## src/rtl/rsz_pkg.sv

```systemverilog
// ----------------------------------------------------------------------------
// Bilinear resize package
// Shared item types, register indexes and arithmetic constants for the
// bilinear resize and normalize sampler.
// ----------------------------------------------------------------------------
package rsz_pkg;

    // Input item: a store of one source byte or a sample request.
    typedef struct packed {
        logic        mode;
        logic [17:0] store_address;
        logic [7:0]  store_value;
        logic [7:0]  out_x;
        logic [7:0]  out_y;
        logic [1:0]  out_channel;
    } t_in_item;

    // Result item.
    typedef struct packed {
        logic signed [15:0] norm_value;
        logic               ok;
    } t_out_item;

    // Item modes.
    localparam logic MODE_STORE  = 1'b0;
    localparam logic MODE_SAMPLE = 1'b1;

    // Configuration register indexes.
    localparam int CFG_IDX_W = 3;
    localparam logic [CFG_IDX_W-1:0] CFG_SRC_WIDTH    = 3'd0;
    localparam logic [CFG_IDX_W-1:0] CFG_SRC_HEIGHT   = 3'd1;
    localparam logic [CFG_IDX_W-1:0] CFG_SRC_CHANNELS = 3'd2;
    localparam logic [CFG_IDX_W-1:0] CFG_SRC_IS_RGB   = 3'd3;
    localparam logic [CFG_IDX_W-1:0] CFG_DST_WIDTH    = 3'd4;
    localparam logic [CFG_IDX_W-1:0] CFG_DST_HEIGHT   = 3'd5;
    localparam int CFG_DATA_W = 9;

    // Coordinate divider: 25-bit dividend, 9-bit divisor, 5 bits per stage.
    localparam int DIV_DW     = 25;
    localparam int DIV_VW     = 9;
    localparam int DIV_STEP   = 5;
    localparam int DIV_STAGES = DIV_DW / DIV_STEP;

    typedef struct packed {
        logic [DIV_VW-1:0] rem;
        logic [DIV_DW-1:0] dvd;
        logic [DIV_DW-1:0] quo;
        logic [DIV_VW-1:0] dvs;
    } t_div_st;

    // Normalization: q = floor(t / 255) as (t * NORM_K) >> NORM_SHIFT,
    // exact for t below 2^22.
    localparam logic [22:0]        NORM_K     = 23'd4210753;
    localparam int                 NORM_SHIFT = 30;
    localparam logic signed [26:0] NORM_OFS   = 27'sd16711680;
    localparam logic [25:0]        NORM_HALF  = 26'd510;
    localparam int                 NORM_LAT   = 4;

endpackage

```

## src/rtl/rsz_div.sv

```systemverilog
// ----------------------------------------------------------------------------
// Coordinate divider
// Pipelined restoring divider, a fixed number of quotient bits per stage.
// ----------------------------------------------------------------------------
module rsz_div (
    input  logic                         i_clk,
    input  logic                         i_en,
    input  logic [rsz_pkg::DIV_DW-1:0]   i_dividend,
    input  logic [rsz_pkg::DIV_VW-1:0]   i_divisor,
    output logic [rsz_pkg::DIV_DW-1:0]   o_quot
);

    // A group of restoring steps, one quotient bit each.
    function automatic rsz_pkg::t_div_st div_steps(input rsz_pkg::t_div_st s);
        rsz_pkg::t_div_st        o;
        logic [rsz_pkg::DIV_VW:0] w;
        logic [rsz_pkg::DIV_VW:0] d;
        o = s;
        for (int k = 0; k < rsz_pkg::DIV_STEP; k++) begin
            w     = {o.rem, o.dvd[rsz_pkg::DIV_DW-1]};
            o.dvd = {o.dvd[rsz_pkg::DIV_DW-2:0], 1'b0};
            d     = w - {1'b0, o.dvs};
            if (w >= {1'b0, o.dvs}) begin
                o.rem = d[rsz_pkg::DIV_VW-1:0];
                o.quo = {o.quo[rsz_pkg::DIV_DW-2:0], 1'b1};
            end else begin
                o.rem = w[rsz_pkg::DIV_VW-1:0];
                o.quo = {o.quo[rsz_pkg::DIV_DW-2:0], 1'b0};
            end
        end
        return o;
    endfunction

    rsz_pkg::t_div_st r_st [rsz_pkg::DIV_STAGES];
    rsz_pkg::t_div_st n_st [rsz_pkg::DIV_STAGES];
    rsz_pkg::t_div_st w_init;

    // Stage inputs: the first stage starts from a zero remainder.
    always_comb begin
        w_init.rem = '0;
        w_init.dvd = i_dividend;
        w_init.quo = '0;
        w_init.dvs = i_divisor;
        n_st[0]    = div_steps(w_init);
        for (int s = 1; s < rsz_pkg::DIV_STAGES; s++) begin
            n_st[s] = div_steps(r_st[s-1]);
        end
    end

    // Stage registers advance with the pipeline.
    always_ff @(posedge i_clk) begin
        if (i_en) begin
            r_st <= n_st;
        end
    end

    assign o_quot = r_st[rsz_pkg::DIV_STAGES-1].quo;

endmodule

```

## config.mk

```make
export PLATFORM = sky130hd
export DESIGN_NAME = rsz_div
export DESIGN_NICKNAME = d
export VERILOG_FILES = /design/src/rtl/rsz_pkg.sv /design/src/rtl/rsz_div.sv
export SDC_FILE = /design/constraint.sdc
export NUM_CORES = 1
export LEC_CHECK = 0
export BUFFER_PORTS_ARGS = -buffer_cell sky130_fd_sc_hd__buf_2
export CAP_MARGIN = 15
export CORE_MARGIN = 2
export CORE_UTILIZATION = 58
export DETAILED_ROUTE_END_ITERATION = 12
export MAX_ROUTING_LAYER = met4
export PLACE_DENSITY_LB_ADDON = 0.25
export SYNTH_ARGS = -nofsm -noshare
export SYNTH_HDL_FRONTEND = slang
export SYNTH_SLANG_ARGS = --single-unit
```

## constraint.sdc

```tcl
create_clock -name i_clk -period 10.43 [get_ports i_clk]
set_input_delay 2.086 -clock i_clk [delete_from_list [all_inputs] [get_ports i_clk]]
set_output_delay 2.086 -clock i_clk [all_outputs]
set_load 0.02 [all_outputs]
```

# After elaboration in Yosys (flattened, before gate mapping)
# Cells that the tools add are included.
# totals
register_bits	197
input_bits	36
out_inout_bits	25
wordCells	115
# classes
n_addsub	24
magnitude_cmp	25
muxes	49
# ops
operator	n
$ge 10x9->1	24
$mux 9	24
$sub 9x9->9	23
$mux 1	25
$ge 1x9->1	1
$sub 1x9->9	1

# Logic depth before layout (Yosys ltp)
# logic_depth
word_depth	10
mapped_depth	52
ltp_nobuf	49

# Worst setup path after synthesis
# OpenSTA, ideal clock, no wires.
# synth_path
path_kind	input to register
startpoint	input port i_dividend[24] in the netlist's numbering
endpoint	register r_st[332] in the netlist's numbering, data pin
arrival_ns	10.380
required_ns	10.170
slack_ns	-0.210
cell_stages	44
path_buffers	3
cell_sequence	inv_1 > ha_1 > nand2b_1 > nand3_1 > o21ai_0 > fa_1 > a21o_1 > a21oi_1 > o32ai_1 > o21ai_0 > and2_1 > clkbuf_1 > mux2_2 > ha_1 > a21o_1 > a21oi_1 > o21ai_0 > o41a_1 > (+8 left out) > o21bai_1 > a21oi_1 > o21bai_1 > a21o_1 > and2_1 > nand2b_1 > clkbuf_1 > mux2_2 > ha_1 > a21o_1 > a21oi_1 > nor2_1 > nor2_1 > nand2_1 > o21bai_1 > a21oi_1 > o21ai_2 > mux2_2
# synth_lines
element	line	text
from (decl)	rsz_div.sv:8	input logic [rsz_pkg::DIV_DW-1:0] i_dividend,
to (signal assigned)	rsz_div.sv:53	r_st <= n_st;
to (decl)	rsz_div.sv:34	rsz_pkg::t_div_st r_st [rsz_pkg::DIV_STAGES];

==> metrics.md <==
| Metric | Value |
|---|---|
| Worst min path class | flip-flop to flip-flop |
| Die area | between 30000 and 40000 sq um |
| Max cap viols | 0 |
| Avg Inst Size Synth | 10.4 sq um |
| Clk sink count | 197 |
| Number of unique standard cell types used by synthesis | between 70 and 80 |
| Ports | just over 60 |
| Vias in the first global route | roughly 13000 |
| Slowest stage delay, CP | between 0.4 and 0.5 ns |
| H-tree Lvls | 4 |
| Final Setup Violations | 0 |
| Post-DRT Antenna Nets | 0 |
| Kind of critical path | flip-flop to flip-flop |
| Fin crit share | 0.951 |
| Most instantiated library cell after synthesis | ha_1 |
| CTS root buffer | clkbuf_16 |
| Design area | 19300 sq um |
| Synth top cells by count | ha_1 (218), edfxtp_1 (197), inv_1 (142) |
| Core Util, Final | 0.671 |
| Final max-slew violation count | 0 |
| CTS tree | done |
| Crit path DAT | a little over 10 ns |
| Dominant cells by area after synthesis | edfxtp_1 (35%), ha_1 (16%), mux2_2 (7.5%), xnor2_1 (4.2%), a21oi_1 (3.8%) |
| Via count | about 13000 |
| Gr usage total | 0.256 |
| Final HPWL DP | between 20000 and 30000 um |
| Reg clk slew, reported paths | 0.08 ns |
| First-pass GRT wire length | 61400 um |
| Non-Filler Instances | about 2200 |
| Post-layout net count | between 2000 and 2500 |
| RD Place Congestion | approximately 0.94 |
| Synthesized flop and latch total | just under 200 |
| Row count | 62 |
| Final hold viol count | 0 |
| Most frequent CP cell | ha_1 |
| Yosys top cell area share | 0.349 |
| Worst setup EP type | flip-flop |
| Status | complete, no violations |
| Critical-path top delay cell | fa_1 |
| Min cycle time layout | slightly below 10 ns |
| Core area | ~29000 sq um |
| Clock Path Buffers | 2 |
| CP top delay family | compound AO/OA/AOI/OAI gates |
| Worst path bufs/invs | 7 |
| Gr ovfl total | 0 |
| Antenna violations before repair | 0 |
| Cell count after synthesis | ~1600 |
| Die span in x | around 170 um |
| Cells after DPL | 2153 |
| Layout area overhead | 13.8% |
| Starting DRT DRC Count | roughly 730 |
| Routed met2 length | 19200 um |
| Final WL | approximately 38000 um |
| Routed length per instance | 17.2 um |
| Synth area leader | edfxtp_1 |
| Via density | 5.82 |
| Worst Skew | 0.0141 ns |
| Pre-antenna DRT Iters | 5 |
| Met3 WL post-DR | 1170 um |
| Worst setup SP type | flip-flop |
| Top layer in use | met4 |
| Layout cells sized above 1 | 0.229 |
| Post-Syn Area | between 15000 and 20000 sq um |
| Worst reg2reg setup slack | about 0.51 ns |
| Syn nets | 1910 |
| Slew HR | 0.353 |
| DRT met1 WL | roughly 16000 um |
| CP Max Fanout | 6 |
| Port Buf Inserts | 60 |
| Remaining DRCs | 0 |
| Antenna cells | 0 |
| Dpl cell area | approximately 18000 sq um |
| FFs w/ async S/R, synth | 0 |
| Worst Tran Pin Value | slightly below 1 ns |
| Most used DFF post-synth | edfxtp_1 |
| Fmax | ~100 MHz |
| Largest net degree at the start of global routing | between 100 and 150 |
| Seq/Total Area, Yosys | 0.349 |
| Initial core utilization | 0.590 |
| CTS Hold Bufs | 0 |
| Worst path required time | between 10 and 15 ns |
| Die span in y | roughly 170 um |
| Number of flops mapped to enable cells by yosys | 197 |
| Clk Latency, worst-skew pair | about 0.45 ns |
| Yosys warning total | 0 |
| Num CTS Buffers | 17 |
[path summary, 6_finish.rpt]
path | from | to | depth (start not counted)
hold reg to reg | r_st[220] | r_st[157] | 0
hold / removal | r_st[220] | r_st[157] | 0
setup reg to reg | r_st[262] | r_st[201] | 42
setup / recovery | r_st[262] | r_st[201] | 42
[metrics by stage]
stage	TNS, ns	hold slack [ns]	setup slack, ns
finish	0	0.406	0.510
global route	-0.467	0.419	-0.0748
CTS	0	0.409	0.0366
detailed placement	-0.313	0.405	-0.0508
global placement	0	0.400	0.152
floorplan	0	0.400	0.0272
[cell type report]
cell class,count,area [sq um]
Fill cell,2245,9430
Clock inverter,14,124
Timing Repair Buffer,190,1310
Inverter,148,561
Sequential cell,197,5920
Clock buffer,18,429
Multi-Input combinational cell,1247,10400
Timing Repair inverter,1,5.00
Tap cell,384,480
[worst reg2reg max path: cells and delay by family, from the launching register on]
family / cells / cell delay [ns]
buffers and inverters: 7 / 0.90
adder cells (fa/ha/maj): 6 / 1.80
flip-flops: 1 / 0.41
AO/OA/AOI/OAI: 17 / 3.86
multiplexers: 5 / 1.61
AND/OR/NAND/NOR: 7 / 1.12
[cells by family (layout without fill, tap and decap cells)]
logic type               Yosys count  after routing  share of synthesized area
AO/OA/AOI/OAI                    399            399                      0.153
adder cells (fa/ha/maj)          241            241                      0.188
flip-flops                       197            197                      0.349
XOR/XNOR                         138            138                     0.0714
AND/OR/NAND/NOR                  332            332                     0.0999
multiplexers                     137            137                     0.0897
buffers and inverters            189            371                     0.0479
[what timing repair did]
item | CTS | global route
setup endpoints to repair | 8 | 41
gates resized for setup | 1 | 70
setup buffers | 0 | 13
cloned | 0 | 1
pin swaps | 0 | 13
[cell usage in the layout, fill, tap and decap left out, drive strengths merged, types with 7 or more instances in the layout]
| cell type | count |
|---|---|
| a211oi | 10 |
| or2 | 9 |
| a211o | 7 |
| nand3 | 12 |
| o31ai | 10 |
| ha | 218 |
| o21bai | 18 |
| nor2 | 88 |
| mux2i | 23 |
| xor2 | 56 |
| xnor2 | 82 |
| o21ai | 78 |
| o211ai | 9 |
| o21a | 18 |
| mux2 | 114 |
| buf | 189 |
| edfxtp | 197 |
| nand4 | 38 |
| or4 | 7 |
| and3 | 7 |
| a21o | 69 |
| and2 | 8 |
| clkinv | 7 |
| nor3 | 25 |
| a21oi | 131 |
| inv | 151 |
| nand2b | 26 |
| fa | 23 |
| nand2 | 58 |
| clkbuf | 19 |
| nor2b | 41 |
[per-layer routing]
layer / GRT usage / up-vias
li1: - / 6358
met1: 0.308 / 6107
met2: 0.442 / 259
met3: 0.0322 / 79
met4: 0.0896 / 0
met5: - / -
[registers in the layout, indices dropped and copies added, names as in the netlist]
name,flops
r_st,106
n_st,66
o_quot,25
Power is left out: the tool's default activity adds up to more than one toggle a clock period on the data nets, which glitch-free logic cannot reach.
