--- src/rtl/rsz_pkg.sv ---
// ----------------------------------------------------------------------------
// Bilinear resize package
// Shared item types, register indexes and arithmetic constants for the
// bilinear resize and normalize sampler.
// ----------------------------------------------------------------------------
package rsz_pkg;

    // Input item: a store of one source byte or a sample request.
    typedef struct packed {
        logic        mode;
        logic [17:0] store_address;
        logic [7:0]  store_value;
        logic [7:0]  out_x;
        logic [7:0]  out_y;
        logic [1:0]  out_channel;
    } t_in_item;

    // Result item.
    typedef struct packed {
        logic signed [15:0] norm_value;
        logic               ok;
    } t_out_item;

    // Item modes.
    localparam logic MODE_STORE  = 1'b0;
    localparam logic MODE_SAMPLE = 1'b1;

    // Configuration register indexes.
    localparam int CFG_IDX_W = 3;
    localparam logic [CFG_IDX_W-1:0] CFG_SRC_WIDTH    = 3'd0;
    localparam logic [CFG_IDX_W-1:0] CFG_SRC_HEIGHT   = 3'd1;
    localparam logic [CFG_IDX_W-1:0] CFG_SRC_CHANNELS = 3'd2;
    localparam logic [CFG_IDX_W-1:0] CFG_SRC_IS_RGB   = 3'd3;
    localparam logic [CFG_IDX_W-1:0] CFG_DST_WIDTH    = 3'd4;
    localparam logic [CFG_IDX_W-1:0] CFG_DST_HEIGHT   = 3'd5;
    localparam int CFG_DATA_W = 9;

    // Coordinate divider: 25-bit dividend, 9-bit divisor, 5 bits per stage.
    localparam int DIV_DW     = 25;
    localparam int DIV_VW     = 9;
    localparam int DIV_STEP   = 5;
    localparam int DIV_STAGES = DIV_DW / DIV_STEP;

    typedef struct packed {
        logic [DIV_VW-1:0] rem;
        logic [DIV_DW-1:0] dvd;
        logic [DIV_DW-1:0] quo;
        logic [DIV_VW-1:0] dvs;
    } t_div_st;

    // Normalization: q = floor(t / 255) as (t * NORM_K) >> NORM_SHIFT,
    // exact for t below 2^22.
    localparam logic [22:0]        NORM_K     = 23'd4210753;
    localparam int                 NORM_SHIFT = 30;
    localparam logic signed [26:0] NORM_OFS   = 27'sd16711680;
    localparam logic [25:0]        NORM_HALF  = 26'd510;
    localparam int                 NORM_LAT   = 4;

endpackage

--- src/rtl/rsz_norm.sv ---
// ----------------------------------------------------------------------------
// Blend and normalize
// Bilinear blend of a 2x2 neighborhood and conversion to Q1.14 magnitude
// and sign, four register stages.
// ----------------------------------------------------------------------------
module rsz_norm (
    input  logic            i_clk,
    input  logic            i_en,
    input  logic [3:0][7:0] i_pix,
    input  logic [7:0]      i_wx,
    input  logic [7:0]      i_wy,
    output logic [15:0]     o_q,
    output logic            o_neg
);

    logic [16:0] r_top;
    logic [16:0] r_bot;
    logic [7:0]  r_wy;
    logic [24:0] r_v;
    logic [21:0] r_t;
    logic        r_neg1;
    logic [15:0] r_q;
    logic        r_neg2;

    logic [8:0]         w_wxn;
    logic [8:0]         w_wyn;
    logic signed [26:0] w_n;
    logic [26:0]        w_mag;
    logic [25:0]        w_m;
    logic [44:0]        w_prod;

    // Weights, signed offset, rounding magnitude and reciprocal product.
    always_comb begin
        w_wxn  = 9'd256 - {1'b0, i_wx};
        w_wyn  = 9'd256 - {1'b0, r_wy};
        w_n    = $signed({1'b0, r_v, 1'b0}) - rsz_pkg::NORM_OFS;
        w_mag  = w_n[26] ? 27'(-w_n) : 27'(w_n);
        w_m    = w_mag[25:0] + rsz_pkg::NORM_HALF;
        w_prod = {22'd0, r_t} * {22'd0, rsz_pkg::NORM_K};
    end

    // Horizontal blend, vertical blend, rounding, divide by 255.
    always_ff @(posedge i_clk) begin
        if (i_en) begin
            r_top  <= 17'({9'd0, i_pix[0]} * {8'd0, w_wxn}) +
                      17'({9'd0, i_pix[1]} * {9'd0, i_wx});
            r_bot  <= 17'({9'd0, i_pix[2]} * {8'd0, w_wxn}) +
                      17'({9'd0, i_pix[3]} * {9'd0, i_wx});
            r_wy   <= i_wy;
            r_v    <= 25'({8'd0, r_top} * {16'd0, w_wyn}) +
                      25'({8'd0, r_bot} * {17'd0, r_wy});
            r_t    <= w_m[23:2];
            r_neg1 <= w_n[26];
            r_q    <= w_prod[rsz_pkg::NORM_SHIFT +: 16];
            r_neg2 <= r_neg1;
        end
    end

    assign o_q   = r_q;
    assign o_neg = r_neg2;

endmodule

--- config.mk ---
export PLATFORM = sky130hd
export DESIGN_NAME = rsz_norm
export DESIGN_NICKNAME = d
export VERILOG_FILES = /design/src/rtl/rsz_pkg.sv /design/src/rtl/rsz_norm.sv
export SDC_FILE = /design/constraint.sdc
export NUM_CORES = 2
export LEC_CHECK = 0
export BUFFER_PORTS_ARGS = -buffer_cell sky130_fd_sc_hd__clkbuf_2
export CELL_PAD_IN_SITES_DETAIL_PLACEMENT = 0
export CELL_PAD_IN_SITES_GLOBAL_PLACEMENT = 1
export CORE_ASPECT_RATIO = 1.1
export CORE_MARGIN = 8
export CORE_UTILIZATION = 45
export DETAILED_ROUTE_END_ITERATION = 12
export GPL_ROUTABILITY_DRIVEN = 0
export PLACE_DENSITY_LB_ADDON = 0.1
export SLEW_MARGIN = 20
export SYNTH_ARGS = -nofsm -noshare
export SYNTH_HDL_FRONTEND = slang
export SYNTH_SLANG_ARGS = --single-unit
--- constraint.sdc ---
create_clock -name i_clk -period 8.1 [get_ports i_clk]
set_input_delay 0.405 -clock i_clk [delete_from_list [all_inputs] [get_ports i_clk]]
set_output_delay 0.405 -clock i_clk [all_outputs]
set_load 0.1 [all_outputs]
# ---- Word-level counts from Yosys, hierarchy flattened
# Index checks and enable logic that the tools add are counted.
dict set report op_classes {
  mul 7
  addsub 8
  n_reduce_logical 0
  n_bitwise 0
  n_eq_ne 0
  div_mod_pow 0
  n_shift 0
  n_mux 1
  order_cmp 0
}
# op n
set ops {}
lappend ops {{22-bit by 23-bit multiplier with 45-bit output, second input constant} 1}
lappend ops {{17-bit by 16-bit adder with 17-bit output} 2}
lappend ops {{8-bit by 9-bit multiplier with 17-bit output} 2}
lappend ops {{8-bit by 8-bit multiplier with 16-bit output} 2}
lappend ops {{26-bit by 24-bit subtractor with 27-bit output, second input constant} 1}
lappend ops {{25-bit adder} 1}
lappend ops {{17-bit by 8-bit multiplier with 25-bit output} 1}
lappend ops {{17-bit by 9-bit multiplier with 25-bit output} 1}
lappend ops {{24-bit by 9-bit adder with 24-bit output, second input constant} 1}
lappend ops {{24-bit two-way mux} 1}
lappend ops {{24-bit negator} 1}
lappend ops {{9-bit by 8-bit subtractor with 9-bit output, first input constant} 2}
dict set report word_totals {
  in_bits 50
  output_inout_bits 17
  latch_bits 0
  n_memories 0
  word_cells 24
  mem_bits_rw 0
  mem_bits_ro 0
  reg_bits 106
}

# ---- Depth between registers and ports, before layout
dict set report depth {
  word_depth 4
  ltp_mapped 29
  mapped_depth_nobuf 27
}

# ---- Worst setup path after synthesis
# OpenSTA, ideal clock, no wires.
dict set report synth_timing {
  path_kind {reg-to-reg}
  startpoint {register r_wy[0]}
  endpoint {register r_v[23], data pin}
  path_slack_ps 1119
  n_path_buf 2
  arrival_ps 6694
  path_stages_with_launch 26
  synth_period_minus_slack_ps 6981
  t_required_ps 7812
  setup_ps 288
  cell_sequence {edfxtp_1 > clkbuf_1 > inv_1 > ha_1 > nand2_1 > or3_1 > nor3_1 > clkbuf_1 > nand2_1 > fa_1 > fa_1 > inv_1 > fa_1 > fa_1 > fa_1 > inv_1 > fa_1 > inv_1 > ha_1 > o21a_1 > o21ai_0 > a31oi_1 > a41oi_1 > o211ai_1 > o41ai_1 > o311ai_0}
}
dict set report synth_between {
  elab_chain_len 3
  word_cells_on_any_way 4
  cone_classes {add/sub (2); mul (2)}
}
# item line_no
set synth_lines {}
lappend synth_lines {{start: declaration} rsz_norm.sv:18} ;# logic [7:0] r_wy;
lappend synth_lines {{start signal: assignment} rsz_norm.sv:49} ;# r_wy <= i_wy;
lappend synth_lines {{9-bit by 8-bit subtractor with 9-bit output} rsz_norm.sv:35} ;# w_wyn = 9'd256 - {1'b0, r_wy};
lappend synth_lines {{17-bit by 9-bit multiplier with 25-bit output} rsz_norm.sv:50} ;# r_v <= 25'({8'd0, r_top} * {16'd0, w_wyn}) +
lappend synth_lines {{25-bit adder (*)} rsz_norm.sv:50}
lappend synth_lines {{end signal: assignment} rsz_norm.sv:50}
lappend synth_lines {{end: declaration} rsz_norm.sv:19} ;# logic [24:0] r_v;
# Every way passes the cells marked *; elsewhere a longest branch is shown, timed or not.
# A chain may end at the register's enable or synchronous reset.

# ---- Worst setup path after layout
dict set report layout_timing {
  startpoint {register r_wy[4]}
  endpoint {register r_v[23], data pin}
}
# Same word-level chain as after synthesis.

==> impl_metrics.json <==
{
  "tightest_slew_ns": 0.996,
  "die_height_um": 267,
  "grt_util_all_layers_pct": 20.1,
  "synth_cell_types": 79,
  "first_global_vias": 20000,
  "drt_iter0_markers": 727,
  "dp_cells": 3483,
  "critPathLaunchType": "register",
  "synth_xor_area_share_pct": 4.19,
  "rsz0062_at_grt": "false",
  "whs_ns": 0.183,
  "antenna_found_initial": 0,
  "fin_crit_sh_pct": 89.8,
  "synthSimpleGateAreaFrac_pct": 15.8,
  "dpl.hpwl_um": 52000,
  "ys_ff_latch": 106,
  "multi_input_area_um2": 19800,
  "reg2reg_to": "r_v[23]$_DFFE_PP_",
  "hold_depth": 1,
  "muxShareOfSynthArea_pct": 0.0389,
  "cts.repair.resized": 0,
  "final.setup_skew_ns": 0.0204,
  "io_pins": 67,
  "wl_per_cell_um": 17.7,
  "ys.warnings.count": 0,
  "clk_pin_slew_ns": 0.08,
  "grt_max_degree": 75,
  "tritoncts": "built",
  "ctsHoldBuffers": 0,
  "crit_fanout": 21,
  "synth_fa_ha_area_share_pct": 51.8,
  "clk_latency_ns": 0.40,
  "yosysSeqAreaShare_pct": 12.4,
  "tns_ns": 0,
  "syn-num-nets": 3564,
  "seq_area_um2": 3180,
  "r2r_cells": 22,
  "cp.required_ns": 8.20,
  "syn_area_per_cell_um2": 9.44,
  "cts.sinks": 106,
  "cp-startpoint": "r_wy[4]$_DFFE_PP_",
  "critical_path.endpoint_type": "register",
  "final_cell_mix": "634 x inv_1, 456 x fa_1, 334 x ha_1, 309 x and2_1, 296 x nand2_1",
  "async_flop_share_pct": 0,
  "drive_gt1_share_pct": 4.88,
  "ant_nets": 0,
  "synthCells": 2724,
  "hp-start": "i_wy[7]",
  "fmax_mhz": 138,
  "slew_headroom_pct": 33.1,
  "outcome": "finished, final reports clean",
  "clockRootBuffer": "clkbuf_16",
  "synth.cell_area_um2": 25700,
  "fin_crit_ns": 7.27,
  "cts_max_path_buffers": 2,
  "port_buffers": 65,
  "nets": 3582,
  "hold_viol": 0,
  "finalNonFillerCells": 3499,
  "synth_top_family_by_area": "adder cells",
  "grt-ovfl-total": 0,
  "reg2reg_slack_ns": 0.83,
  "n_antenna_cell": 0,
  "fill_cells": 5631,
  "first_pass_iters": 5,
  "min_to": "r_wy[7]$_DFFE_PP_",
  "placeableCoreArea_um2": 56900,
  "num_vias": 17700,
  "final_common_cell": "inv_1",
  "routed_wl_um": 61800,
  "grt_pass1_wl_um": 104000,
  "utilization_pct": 47.8,
  "postCtsSetupBuffers": 0,
  "htreeDepth": 3,
  "r2r-start": "r_wy[4]$_DFFE_PP_",
  "dieArea_um2": 65100,
  "via_per_inst": 5.07,
  "drv_slew": 0,
  "placementRows": 92,
  "worstPathArrival_ns": 7.37,
  "min_path_type": "in -> reg",
  "crit_type": "reg -> reg",
  "dieWidth_um": 244,
  "ys.flop_type": "edfxtp_1",
  "setup_viol": 0,
  "area_delta_synth_final_pct": 5.61,
  "drc_errors": 0,
  "synth_edf_count": 106,
  "cts_buffers": 9,
  "synth-compound-area-share_pct": 5.19,
  "cap_violations": 0,
  "start_util_pct": 45.2
}
[flip-flops by register name, summed over array words and instances (netlist names)]
signal,flops
r_v,25
r_t,22
r_bot,17
r_top,17
o_q,15
r_wy,8
o_neg,1
r_neg1,1
[area by class of cell]
type                    count  share of cell area, %
well taps                 752                   3.46
clock inverters             7                  0.230
flip-flops and latches    106                   11.7
multi-input cells        1894                   72.9
clock buffers               9                  0.829
repair buffers             96                   2.06
inverters                 635                   8.78
[metrics by stage]
stage / cell area [µm²] / setup slack [ns]
after floorplan: 25700 / 1.12
after global placement: 26900 / 0.776
after global routing: 27200 / 0.345
after CTS: 27200 / 0.777
after detailed placement: 26900 / 0.656
final: 27200 / 0.830
[worst max-delay path, cell delays in order, from the launching register on]
cell      delay [ns]
edfxtp_1        0.72
or3_1           0.51
xor2_1          0.16
buf_4           0.20
and2_1          0.18
fa_1            0.51
inv_1           0.06
fa_1            0.50
fa_1            0.51
inv_1           0.05
fa_1            0.49
fa_1            0.55
inv_1           0.06
fa_1            0.53
inv_1           0.04
ha_1            0.33
a21o_1          0.18
a21oi_1         0.14
a21boi_0        0.10
a41oi_1         0.21
o211ai_1        0.19
o41ai_1         0.53
o311ai_0        0.22
[kinds of logic (layout without fill, tap and decap cells)]
| family | Yosys count | in the layout |
|---|---|---|
| fa+ha+maj | 790 | 790 |
| other cells | 1 | 1 |
| simple gates | 785 | 785 |
| mux | 1 | 1 |
| buf+inv | 724 | 747 |
| compound gates | 196 | 196 |
| xor+xnor | 121 | 121 |
| flops | 106 | 106 |
[synth_stat cells (13+ instances only)]
cell type	n	area share (%)
and2_1	309	7.5
nor2_1	65	0.95
xor2_1	31	1.1
a21o_1	18	0.53
clkbuf_1	66	0.96
a21oi_1	52	1.0
edfxtp_1	106	12
o21ai_0	28	0.54
buf_1	13	0.19
xnor2_1	89	3.0
ha_1	334	16
nand3_1	27	0.53
fa_1	456	36
inv_1	634	9.3
nor3_1	21	0.41
nand2_1	296	4.3
[per-layer routing]
metal | GRT usage [%] | up-vias | part of all wire (%)
li1 | - | 8370 | -
met1 | 24.1 | 9053 | 42
met2 | 37.2 | 221 | 52
met3 | 1.38 | 83 | 1.9
met4 | 7.96 | 0 | 3.8
met5 | 0 | - | 0
[worst max path at each step]
| stage | endpoint | depth (start not counted) |
|---|---|---|
| 3_3_place_gp | r_top[16]$_DFFE_PP_ | 22 |
| 4_1_cts | r_v[23]$_DFFE_PP_ | 22 |
| 5_1_grt | r_v[23]$_DFFE_PP_ | 25 |
| 2_1_floorplan | r_v[23]$_DFFE_PP_ | 25 |
| 6_report | r_v[23]$_DFFE_PP_ | 22 |
| 3_5_place_dp | r_top[16]$_DFFE_PP_ | 22 |
Power is left out: the tool's default activity adds up to more than one toggle a clock period on the data nets, which glitch-free logic cannot reach.
